<file path="src/rtl/gss_pkg.sv">
// ----------------------------------------------------------------------------
// Golden-section search package
// Shared types, codes and fixed-point constants of the golden-section
// minimum search sequencer.
// ----------------------------------------------------------------------------
package gss_pkg;

	// Widths of points (Q16.16), objective values (Q32.16) and counters.
	localparam int POINT_W = 32;
	localparam int VALUE_W = 48;
	localparam int ITER_W  = 8;
	localparam int CFG_IDX_W  = 2;
	localparam int CFG_DATA_W = 32;

	// Golden ratio conjugate (sqrt(5)-1)/2 as unsigned Q0.16.
	localparam int PHI_W = 16;
	localparam logic [PHI_W-1:0] PHI_Q16 = 16'd40503;

	// Configuration register indexes.
	localparam logic [CFG_IDX_W-1:0] REG_LEFT_BOUND      = 2'd0;
	localparam logic [CFG_IDX_W-1:0] REG_RIGHT_BOUND     = 2'd1;
	localparam logic [CFG_IDX_W-1:0] REG_ITERATION_COUNT = 2'd2;

	// Configuration reset values.
	localparam logic signed [POINT_W-1:0] LEFT_BOUND_RST  = -32'sd655360;
	localparam logic signed [POINT_W-1:0] RIGHT_BOUND_RST = 32'sd655360;
	localparam logic [ITER_W-1:0]         ITER_COUNT_RST  = 8'd50;

	typedef enum logic {
		ACT_START = 1'b0,
		ACT_VALUE = 1'b1
	} action_t;

	typedef enum logic [1:0] {
		KIND_PROBE   = 2'd0,
		KIND_ANSWER  = 2'd1,
		KIND_IGNORED = 2'd2
	} kind_t;

	typedef enum logic [1:0] {
		PH_IDLE       = 2'd0,
		PH_WAIT_LEFT  = 2'd1,
		PH_WAIT_RIGHT = 2'd2
	} phase_t;

	typedef struct packed {
		action_t                     action;
		logic signed [VALUE_W-1:0]   objective_value;
	} item_t;

	typedef struct packed {
		kind_t                       result_kind;
		logic signed [POINT_W-1:0]   point;
	} result_t;

endpackage

</file>
<file path="src/rtl/gss_offset.sv">
// ----------------------------------------------------------------------------
// Golden offset unit
// Scales a signed interval width by phi in Q0.16, rounding the magnitude to
// nearest with halves away from zero and restoring the sign.
// ----------------------------------------------------------------------------
module gss_offset (
	input  logic signed [gss_pkg::POINT_W:0] width,
	output logic signed [gss_pkg::POINT_W:0] offset
);

	localparam int MAG_W  = gss_pkg::POINT_W + 1;
	localparam int PROD_W = MAG_W + gss_pkg::PHI_W;

	logic             neg;
	logic [MAG_W-1:0] mag;
	logic [PROD_W-1:0] prod;
	logic [PROD_W-1:0] rounded;
	logic [MAG_W-1:0] scaled;

	assign neg     = width[gss_pkg::POINT_W];
	assign mag     = neg ? MAG_W'(-width) : MAG_W'(width);
	assign prod    = PROD_W'(mag) * PROD_W'(gss_pkg::PHI_Q16);
	assign rounded = prod + (PROD_W'(1) << (gss_pkg::PHI_W - 1));
	// The product of a 33-bit magnitude and phi stays below 2^32 after scaling.
	assign scaled  = rounded[PROD_W-1:gss_pkg::PHI_W];
	assign offset  = neg ? -$signed(scaled) : $signed(scaled);

endmodule

</file>
<file path="src/rtl/golden_section_minimum_search.sv">
// ----------------------------------------------------------------------------
// Golden-section minimum search sequencer
// Results: each result is valid the cycle after its item transfer.
// Throughput: one item per cycle; the result register frees in the same cycle
// it is taken, so an item is accepted whenever the result slot is empty or
// being read. Reset: asynchronous active-low; configuration returns to
// [-10.0, +10.0] with 50 iterations, the search goes idle, no result pending.
// ----------------------------------------------------------------------------
module golden_section_minimum_search (
	input  logic                                 clk,
	input  logic                                 arst_n,
	input  logic                                 item_valid,
	output logic                                 item_ready,
	input  gss_pkg::item_t                       item,
	output logic                                 result_valid,
	input  logic                                 result_ready,
	output gss_pkg::result_t                     result,
	input  logic                                 cfg_valid,
	output logic                                 cfg_ready,
	input  logic [gss_pkg::CFG_IDX_W-1:0]        cfg_index,
	input  logic [gss_pkg::CFG_DATA_W-1:0]       cfg_data
);

	localparam int PW = gss_pkg::POINT_W;
	localparam int VW = gss_pkg::VALUE_W;
	localparam int IW = gss_pkg::ITER_W;

	// Configuration registers.
	logic signed [PW-1:0] left_bound_q;
	logic signed [PW-1:0] right_bound_q;
	logic [IW-1:0]        iteration_count_q;

	// Search state: bounds, inner points x1/x2 and their objective values.
	logic signed [PW-1:0] interval_low_q;
	logic signed [PW-1:0] interval_high_q;
	logic signed [PW-1:0] inner_left_q;
	logic signed [PW-1:0] inner_right_q;
	logic signed [VW-1:0] value_left_q;
	logic signed [VW-1:0] value_right_q;
	logic [IW-1:0]        iteration_q;
	gss_pkg::phase_t      phase_q;

	gss_pkg::result_t     result_q;
	logic                 result_valid_q;

	// Next-state values.
	logic signed [PW-1:0] interval_low_d;
	logic signed [PW-1:0] interval_high_d;
	logic signed [PW-1:0] inner_left_d;
	logic signed [PW-1:0] inner_right_d;
	logic signed [VW-1:0] value_left_d;
	logic signed [VW-1:0] value_right_d;
	logic [IW-1:0]        iteration_d;
	gss_pkg::phase_t      phase_d;
	gss_pkg::result_t     result_d;

	logic item_xfer;
	logic busy;
	logic is_start;
	logic first_value;
	logic more_steps;
	logic left_less;

	logic signed [VW-1:0] value_left_eff;
	logic signed [VW-1:0] value_right_eff;
	logic signed [PW-1:0] new_low;
	logic signed [PW-1:0] new_high;
	logic signed [PW:0]   new_width;
	logic signed [PW:0]   golden_t;
	logic signed [PW+1:0] probe_left_wide;
	logic signed [PW+1:0] probe_right_wide;
	logic signed [PW-1:0] probe_left;
	logic signed [PW-1:0] probe_right;
	logic signed [PW:0]   bound_sum;
	logic signed [PW-1:0] midpoint;

	// The result register is the only stall point: a new item may transfer
	// whenever the slot is empty or its result leaves in this same cycle.
	assign item_ready   = !result_valid_q || result_ready;
	assign item_xfer    = item_valid && item_ready;
	assign result_valid = result_valid_q;
	assign result       = result_q;
	assign cfg_ready    = 1'b1;

	assign busy        = (phase_q == gss_pkg::PH_WAIT_LEFT) ||
	                     (phase_q == gss_pkg::PH_WAIT_RIGHT);
	assign is_start    = (item.action == gss_pkg::ACT_START);
	assign first_value = (phase_q == gss_pkg::PH_WAIT_LEFT) && (iteration_q == '0);
	assign more_steps  = ({1'b0, iteration_q} + (IW+1)'(1)) < {1'b0, iteration_count_q};

	// The arriving value belongs to whichever inner point was last probed.
	assign value_left_eff  = (phase_q == gss_pkg::PH_WAIT_LEFT) ?
	                         item.objective_value : value_left_q;
	assign value_right_eff = (phase_q == gss_pkg::PH_WAIT_RIGHT) ?
	                         item.objective_value : value_right_q;
	assign left_less       = value_left_eff < value_right_eff;

	// The bounds after this item: latched from configuration on a start,
	// otherwise narrowed toward the smaller value (ties move the left bound).
	always_comb begin
		priority if (is_start) begin
			new_low  = left_bound_q;
			new_high = right_bound_q;
		end else if (left_less) begin
			new_low  = interval_low_q;
			new_high = inner_right_q;
		end else begin
			new_low  = inner_left_q;
			new_high = interval_high_q;
		end
	end

	assign new_width = (PW+1)'(new_high) - (PW+1)'(new_low);

	gss_offset u_offset (
		.width  (new_width),
		.offset (golden_t)
	);

	// Inner points always fall between the bounds, so truncation is exact.
	assign probe_left_wide  = (PW+2)'(new_high) - (PW+2)'(golden_t);
	assign probe_right_wide = (PW+2)'(new_low) + (PW+2)'(golden_t);
	assign probe_left       = probe_left_wide[PW-1:0];
	assign probe_right      = probe_right_wide[PW-1:0];

	// An arithmetic shift of the 33-bit sum gives the floor of the midpoint.
	assign bound_sum = (PW+1)'(new_low) + (PW+1)'(new_high);
	assign midpoint  = bound_sum[PW:1];

	always_comb begin
		interval_low_d   = interval_low_q;
		interval_high_d  = interval_high_q;
		inner_left_d     = inner_left_q;
		inner_right_d    = inner_right_q;
		value_left_d     = value_left_q;
		value_right_d    = value_right_q;
		iteration_d      = iteration_q;
		phase_d          = phase_q;
		result_d.result_kind = gss_pkg::KIND_PROBE;
		result_d.point       = '0;

		priority if (is_start) begin
			// A start drops any search in progress and probes x1 first.
			interval_low_d  = new_low;
			interval_high_d = new_high;
			inner_left_d    = probe_left;
			inner_right_d   = probe_right;
			value_left_d    = '0;
			value_right_d   = '0;
			iteration_d     = '0;
			phase_d         = gss_pkg::PH_WAIT_LEFT;
			result_d.point  = probe_left;
		end else if (!busy) begin
			result_d.result_kind = gss_pkg::KIND_IGNORED;
		end else if (first_value) begin
			// Value at the first x1 is in; ask for the first x2.
			value_left_d   = item.objective_value;
			phase_d        = gss_pkg::PH_WAIT_RIGHT;
			result_d.point = inner_right_q;
		end else if (more_steps) begin
			interval_low_d  = new_low;
			interval_high_d = new_high;
			iteration_d     = iteration_q + IW'(1);
			if (left_less) begin
				// Minimum lies left: old x1 becomes x2, probe a new x1.
				inner_right_d  = inner_left_q;
				inner_left_d   = probe_left;
				value_left_d   = value_left_eff;
				value_right_d  = value_left_eff;
				phase_d        = gss_pkg::PH_WAIT_LEFT;
				result_d.point = probe_left;
			end else begin
				// Minimum lies right: old x2 becomes x1, probe a new x2.
				inner_left_d   = inner_right_q;
				inner_right_d  = probe_right;
				value_left_d   = value_right_eff;
				value_right_d  = value_right_eff;
				phase_d        = gss_pkg::PH_WAIT_RIGHT;
				result_d.point = probe_right;
			end
		end else begin
			// Last narrowing, then answer with the interval midpoint.
			interval_low_d       = new_low;
			interval_high_d      = new_high;
			value_left_d         = value_left_eff;
			value_right_d        = value_right_eff;
			phase_d              = gss_pkg::PH_IDLE;
			result_d.result_kind = gss_pkg::KIND_ANSWER;
			result_d.point       = midpoint;
		end
	end

	// Configuration writes.
	always_ff @(posedge clk or negedge arst_n) begin
		if (!arst_n) begin
			left_bound_q      <= gss_pkg::LEFT_BOUND_RST;
			right_bound_q     <= gss_pkg::RIGHT_BOUND_RST;
			iteration_count_q <= gss_pkg::ITER_COUNT_RST;
		end else if (cfg_valid && cfg_ready) begin
			unique case (cfg_index)
				gss_pkg::REG_LEFT_BOUND: begin
					left_bound_q <= $signed(cfg_data[PW-1:0]);
				end
				gss_pkg::REG_RIGHT_BOUND: begin
					right_bound_q <= $signed(cfg_data[PW-1:0]);
				end
				gss_pkg::REG_ITERATION_COUNT: begin
					iteration_count_q <= cfg_data[IW-1:0];
				end
				default: begin
				end
			endcase
		end
	end

	// Search state advances on every item transfer.
	always_ff @(posedge clk or negedge arst_n) begin
		if (!arst_n) begin
			interval_low_q  <= '0;
			interval_high_q <= '0;
			inner_left_q    <= '0;
			inner_right_q   <= '0;
			value_left_q    <= '0;
			value_right_q   <= '0;
			iteration_q     <= '0;
			phase_q         <= gss_pkg::PH_IDLE;
		end else if (item_xfer) begin
			interval_low_q  <= interval_low_d;
			interval_high_q <= interval_high_d;
			inner_left_q    <= inner_left_d;
			inner_right_q   <= inner_right_d;
			value_left_q    <= value_left_d;
			value_right_q   <= value_right_d;
			iteration_q     <= iteration_d;
			phase_q         <= phase_d;
		end
	end

	// Result slot: filled by each item transfer, emptied by a result transfer.
	always_ff @(posedge clk or negedge arst_n) begin
		if (!arst_n) begin
			result_valid_q <= 1'b0;
		end else if (item_xfer) begin
			result_valid_q <= 1'b1;
		end else if (result_ready) begin
			result_valid_q <= 1'b0;
		end
	end

	always_ff @(posedge clk) begin
		if (item_xfer) begin
			result_q <= result_d;
		end
	end

endmodule

</file>
<file path="config.mk">
export PLATFORM = sky130hd
export DESIGN_NAME = golden_section_minimum_search
export DESIGN_NICKNAME = d
export VERILOG_FILES = /design/src/rtl/gss_pkg.sv /design/src/rtl/gss_offset.sv /design/src/rtl/golden_section_minimum_search.sv
export SDC_FILE = /design/constraint.sdc
export NUM_CORES = 2
export LEC_CHECK = 0
export BUFFER_PORTS_ARGS = -buffer_cell sky130_fd_sc_hd__buf_2
export CAP_MARGIN = 15
export CORE_ASPECT_RATIO = 1.2
export CORE_UTILIZATION = 45
export DETAILED_ROUTE_END_ITERATION = 12
export PLACE_DENSITY = 0.68
export SYNTH_ARGS = -nofsm -noshare
export SYNTH_HDL_FRONTEND = slang
export SYNTH_SLANG_ARGS = --single-unit
</file>
<file path="constraint.sdc">
create_clock -name clk -period 42.7 [get_ports clk]
set_input_delay 8.54 -clock clk [delete_from_list [all_inputs] [get_ports clk]]
set_output_delay 8.54 -clock clk [all_outputs]
set_load 0.01 [all_outputs]
</file>
**Yosys cells after proc, flatten, opt, wreduce, memory -nomap -nowiden**

Cells that the tools add are included.

- Mux-type cells: 52
- Eq/ne operators: 7
- Add/sub/neg operators: 9
- Order comparisons: 2
- Shifts and indexed selects: 0
- Multipliers: 1
- Reduce and logical (&&, ||, !) cells: 15
- Div/mod/pow operators: 0
- Bitwise gates (word level): 2

Operator list:

| operator | count |
|---|---|
| 32-bit 2-to-1 mux | 26 |
| 48-bit 2-to-1 mux | 11 |
| 48-bit by 16-bit adder with 48-bit output, second input constant | 1 |
| 48-bit < comparator | 1 |
| 33-bit by 16-bit multiplier with 48-bit output, second input constant | 1 |
| 32-bit by 32-bit adder with 33-bit output | 1 |
| 33-bit 2-to-1 mux | 1 |
| 33-bit negation | 1 |
| 32-bit by 32-bit subtractor with 33-bit output | 1 |
| 32-bit adder | 1 |
| 8-bit 2-to-1 mux | 4 |
| 32-bit negation | 1 |
| 32-bit subtractor | 1 |
| 2-bit 2-to-1 mux | 6 |
| 8-bit by 1-bit adder with 9-bit output, second input constant | 1 |
| 9-bit by 8-bit < comparator with 1-bit output | 1 |
| 8-bit by 1-bit adder with 8-bit output, second input constant | 1 |
| 8-bit logical NOT | 1 |
| 2-bit AND reduction | 4 |
| 2-bit by 1-bit == test with 1-bit output, second input constant | 2 |
| 2-bit == test, second input constant | 2 |
| 1-bit 2-to-1 mux | 4 |
| 2-bit by 1-bit != test with 1-bit output, second input constant | 2 |
| 4-bit AND reduction | 1 |
| 9 further kinds | 12 |

- Latch bits: 0
- Memory bits (writable): 0
- Logic and storage cells: 103
- Memories kept: 0
- Output and inout port bits: 37
- Flip-flop bits (word level): 341
- Input bits: 88
- ROM bits: 0

**Longest topological paths before layout**

- Word-level depth: 18
- Gate-level depth with buffers: 83
- Mapped depth without buffers: 74

**Cells and area by module**

From an unflattened synthesis, not the netlist that was laid out.

- Cells, all modules: 4562
- Area total of the unflattened synthesis: 39072.5 um^2

Modules (own cells, without submodules):

| module | area each (um^2) | sequential area each (um^2) | cells each | instances |
|---|---|---|---|---|
| golden_section_minimum_search | 25969.9 | 8727.1 | 3082 | 1 |
| gss_offset | 13102.6 | 0.0 | 1480 | 1 |

**Least setup slack after synthesis**

No wires, ideal clock.

- Path kind: in2reg
- From: input port item[47] (netlist name)
- To: register result_q (netlist bit result[29]) (data pin)
- Slack: 17608 ps
- Data arrival time: 24831 ps
- Required time: 42439 ps
- Buffers on the path: 9
- Stages: 71
- Setup time: 261 ps
- Path through: mux2i_1 > inv_1 > ha_1 > buf_4 > nand4_2 > or4_4 > or4_1 > a211oi_2 > a211o_2 > buf_6 > xnor2_1 > clkbuf_1 > clkbuf_1 > nand2_1 > a31oi_1 > ha_1 > clkbuf_1 > a21oi_1 > [... 35 more ...] > clkbuf_1 > o41ai_1 > xnor2_1 > ha_1 > a21oi_1 > nor2b_1 > o21ai_0 > nand2b_1 > a21oi_1 > nor2b_1 > o21ai_0 > nand2b_1 > a21oi_1 > o21ai_0 > o32a_1 > nor2_1 > o31ai_1 > a221o_1

RTL lines:

| what | line | source |
|---|---|---|
| start, declared | golden_section_minimum_search.sv:14 | `input gss_pkg::item_t item,` |
| end signal, assigned | golden_section_minimum_search.sv:252 | `result_q <= result_d;` |
| end, declared | golden_section_minimum_search.sv:43 | `gss_pkg::result_t result_q;` |

==> impl_table.tex <==
\begin{tabular}{lr}
\hline
Metric & Value \\
\hline
\multicolumn{2}{l}{\textbf{Global route}} \\
Vias in the first global route & around 32000 \\
GRT Resource Usage Total & 0.260 \\
Total grt overflow & 0 \\
First-pass GRT wire length & about 180 mm \\
Number of antenna violations at the first check in global routing & 5 \\
Maximum number of pins on one net before global-route repair & 108 \\
\multicolumn{2}{l}{\textbf{Die}} \\
Die span in x & around 270 µm \\
Core Rows & between 100 and 150 \\
Area enclosed by the die boundary & 85500 µm² \\
Number of placed I/O pins & around 130 \\
Initial standard-cell utilization of the core & 0.455 \\
Core ar. & $\sim$83000 µm² \\
Vertical die dimension & around 320 µm \\
\multicolumn{2}{l}{\textbf{Synthesis}} \\
Combinational family with the most area after synthesis & adder cells \\
Fraction of synthesized cell area in xor and xnor cells & 0.0550 \\
Multiplexer share of the synthesized area & 0.0659 \\
Count of state elements after synthesis & 341 \\
Share of the yosys chip area belonging to registers & 0.230 \\
Synth Flop Type & sky130\_fd\_sc\_hd\_\_dfrtp\_1 \\
Count of yosys warnings during synthesis & 0 \\
Syn Std Cell Area & $\sim$38000 µm² \\
Adder and majority cell fraction of the synthesized area & 0.252 \\
Number of enable-type register cells in the synthesized netlist & 34 \\
Number of distinct standard cells referenced by the synthesized netlist & between 100 and 150 \\
Area share of and/or/nand/nor cells after synthesis & 0.133 \\
Post-synthesis async set-or-reset flop share & 0.900 \\
Synthesized area per cell & around 8.6 µm² \\
Post-synthesis net count & roughly 5000 \\
Compound-cell area share of the yosys netlist & 0.194 \\
Synthesized instance count & around 4400 \\
\multicolumn{2}{l}{\textbf{Detailed routing}} \\
Final routed wirelength across all metal layers & approximately 110 mm \\
Pre-Repair DR Iteration Count & 6 \\
Overall via count from detail\_route & 32300 \\
Post-detailed-route via-to-cell ratio & 5.80 \\
Antenna viol nets, final & 0 \\
DRT iter0 DRCs & around 2500 \\
DRC errors left & 0 \\
Mean routed wirelength per cell & a little over 20 µm \\
\multicolumn{2}{l}{\textbf{Placed design}} \\
Final GP Congestion & $\sim$0.94 \\
Placement Setup Slack & 15.31 ns \\
DP Wirelength & around 85 mm \\
Number of port buffers & 123 \\
\multicolumn{2}{l}{\textbf{Timing}} \\
Slew headroom & 0.219 \\
Unrepaired setup endpoints after global routing & no \\
Post-Route Skew & roughly 0.014 ns \\
Minimum setup slack in the final design & approximately 16 ns \\
Number of endpoints failing setup at the final stage & 0 \\
Max frequency & $\sim$37 MHz \\
Number of slew-limit violations in the final report & 0 \\
Total negative slack for setup checks & 0 ns \\
Min Clock Period, post-route & roughly 27 ns \\
Final period utilization & 0.636 \\
Final Hold Viols & 0 \\
Actual slew at the worst max-slew pin & 1.17 ns \\
\multicolumn{2}{l}{\textbf{Layout}} \\
Total Nets Final & 5138 \\
Share of final-layout standard cells stronger than drive strength 1 & 0.107 \\
Most common cell after layout, fill and taps aside & sky130\_fd\_sc\_hd\_\_nand2\_1 \\
Commonest non-fill, non-tap cells in the layout & sky130\_fd\_sc\_hd\_\_nand2\_1 (504), sky130\_fd\_sc\_hd\_\_inv\_1 (493), sky130\_fd\_sc\_hd\_\_ha\_1 (399) \\
Post-synthesis to final-layout area growth & 7.74\% \\
Post-layout utilization of the core & 0.490 \\
\multicolumn{2}{l}{\textbf{Critical path}} \\
Beginning of the worst register-to-register path & phase\_q[1] \\
Logic depth of the worst path, buffers included & 68 \\
Category of the worst setup path capture point & flop \\
Startpoint type of the worst setup path & input port \\
Terminus of the critical flop-to-flop path & result[31] \\
Critical path type & input port to flop \\
Peak fanout along the critical path & 52 \\
Critical path buffers and inverters & 9 \\
Worst endpoint required time & roughly 43 ns \\
Slack of the worst reg-to-reg path & 21.89 ns \\
Worst endpoint data arrival time & approximately 28 ns \\
Critical path's slowest cell & sky130\_fd\_sc\_hd\_\_buf\_4 \\
Critical Path Max Stage Delay & approximately 0.70 ns \\
R2R cell count & 70 \\
Most frequent cell on the critical path & sky130\_fd\_sc\_hd\_\_a21oi\_1 \\
Category of cells accounting for the largest share of critical-path delay & compound AO/OA/AOI/OAI gates \\
\multicolumn{2}{l}{\textbf{Worst hold path}} \\
Launch instance of the worst min-delay path & value\_left\_q[24] \\
Tightest Hold Check Type & flop to flop \\
Worst hold endpoint & value\_left\_q[24] \\
Hold-critical path depth & 2 \\
\multicolumn{2}{l}{\textbf{Clocking}} \\
Buffer type at the clock tree root & sky130\_fd\_sc\_hd\_\_clkbuf\_16 \\
Number of buffers inserted by post-CTS setup repair & 0 \\
Maximum count of clock buffers along a single path & 3 \\
Post-CTS Hold Fix Bufs & 0 \\
Clock tree from TritonCTS & done \\
Sinks on the clock net & 341 \\
Number of gates given a new drive strength after cts & 0 \\
Worst-path clk slew & 0.07 ns \\
Clock buffer count from CTS & 35 \\
\# H-tree levels & 2 \\
Latest clock arrival within the worst-skew pair & about 0.55 ns \\
\multicolumn{2}{l}{\textbf{Outcome}} \\
Status & finished clean \\
\multicolumn{2}{l}{\textbf{Job}} \\
Max-capacitance violation count & 0 \\
\hline
\end{tabular}
flip-flops by register name, indices dropped and copies added (netlist names), 8 cells and up:
register / cells
iteration_q: 8
right_bound_q: 32
value_left_q: 48
interval_high_q: 32
value_right_q: 48
iteration_count_q: 8
left_bound_q: 32
inner_right_q: 32
result: 34
inner_left_q: 32
interval_low_q: 32
how the worst max path moves through the flow:
stage / startpoint / end
floorplan: item[47] / result[29]
global placement: item[47] / result[31]
detailed placement: item[47] / result[31]
CTS: item[47] / result[31]
global route: item[47] / result[31]
finish: item[47] / result[31]
routing by layer:
layer | GRT usage | part of all wire | vias up
met1 | 0.328 | 0.42 | 15900
li1 | - | - | 15300
met5 | 0 | 0.000080 | -
met4 | 0.111 | 0.043 | 2
met3 | 0.0227 | 0.053 | 247
met2 | 0.450 | 0.48 | 967
metrics by stage:
stage               area [µm²]  hold slack, ns  instances
finish                   40900           0.478       5574
global route             40900           0.502       5572
CTS                      40900           0.480       5571
detailed placement       39700           0.466       5508
global placement         39700           0.458       5508
floorplan                38000           0.446       4412
worst register-to-register path: cells and delay by family, from the launching register on:
| family | cells | cell delay, ns |
|---|---|---|
| buffers and inverters | 10 | 2.41 |
| DFF | 1 | 0.42 |
| muxes | 1 | 0.36 |
| AOI/OAI and AO/OA | 30 | 6.94 |
| adders and majority gates | 11 | 5.06 |
| xor gates and xnor gates | 4 | 1.27 |
| and+or+nand+nor | 14 | 4.15 |
synth_stat cells, types with 17 or more instances:
cell	n	area [µm²]
sky130_fd_sc_hd__a211oi_1	64	480
sky130_fd_sc_hd__a21o_1	62	465
sky130_fd_sc_hd__a21oi_1	324	1620
sky130_fd_sc_hd__a22o_1	55	482
sky130_fd_sc_hd__a31oi_1	55	344
sky130_fd_sc_hd__and2_1	27	169
sky130_fd_sc_hd__and3_1	24	150
sky130_fd_sc_hd__buf_1	23	86.3
sky130_fd_sc_hd__clkbuf_1	178	668
sky130_fd_sc_hd__dfrtp_1	288	7210
sky130_fd_sc_hd__dfstp_2	19	499
sky130_fd_sc_hd__edfxtp_1	34	1020
sky130_fd_sc_hd__fa_1	225	4500
sky130_fd_sc_hd__ha_1	401	5020
sky130_fd_sc_hd__inv_1	494	1850
sky130_fd_sc_hd__mux2_2	145	1630
sky130_fd_sc_hd__mux2i_1	79	791
sky130_fd_sc_hd__nand2_1	505	1900
sky130_fd_sc_hd__nand2b_1	32	200
sky130_fd_sc_hd__nand3_1	56	280
sky130_fd_sc_hd__nand4_1	19	119
sky130_fd_sc_hd__nor2_1	290	1090
sky130_fd_sc_hd__nor2b_1	29	181
sky130_fd_sc_hd__nor3_1	59	295
sky130_fd_sc_hd__o211ai_1	27	203
sky130_fd_sc_hd__o21a_1	27	203
sky130_fd_sc_hd__o21ai_0	294	1470
sky130_fd_sc_hd__o21bai_1	25	188
sky130_fd_sc_hd__o31ai_1	25	188
sky130_fd_sc_hd__or2_2	17	106
sky130_fd_sc_hd__or3_1	17	106
sky130_fd_sc_hd__xnor2_1	141	1230
sky130_fd_sc_hd__xor2_1	89	780
logic make-up after synthesis:
group	after synthesis
mux	229
compound gates	1142
flops	341
other cells	1
xor+xnor	234
buf+inv	706
fa+ha+maj	631
simple gates	1128
area by class of cell:
cell class,instances,area [µm²]
fill,7962,42600
clock buffer,50,1030
timing repair buffer,179,1050
sequential,341,8730
inverter,502,1880
tap,1121,1400
clock inverter,13,118
antenna,3,7.51
multi-input combinational,3365,26700
Power is left out: the tool's default activity adds up to more than one toggle a clock period on the data nets, which glitch-free logic cannot reach.
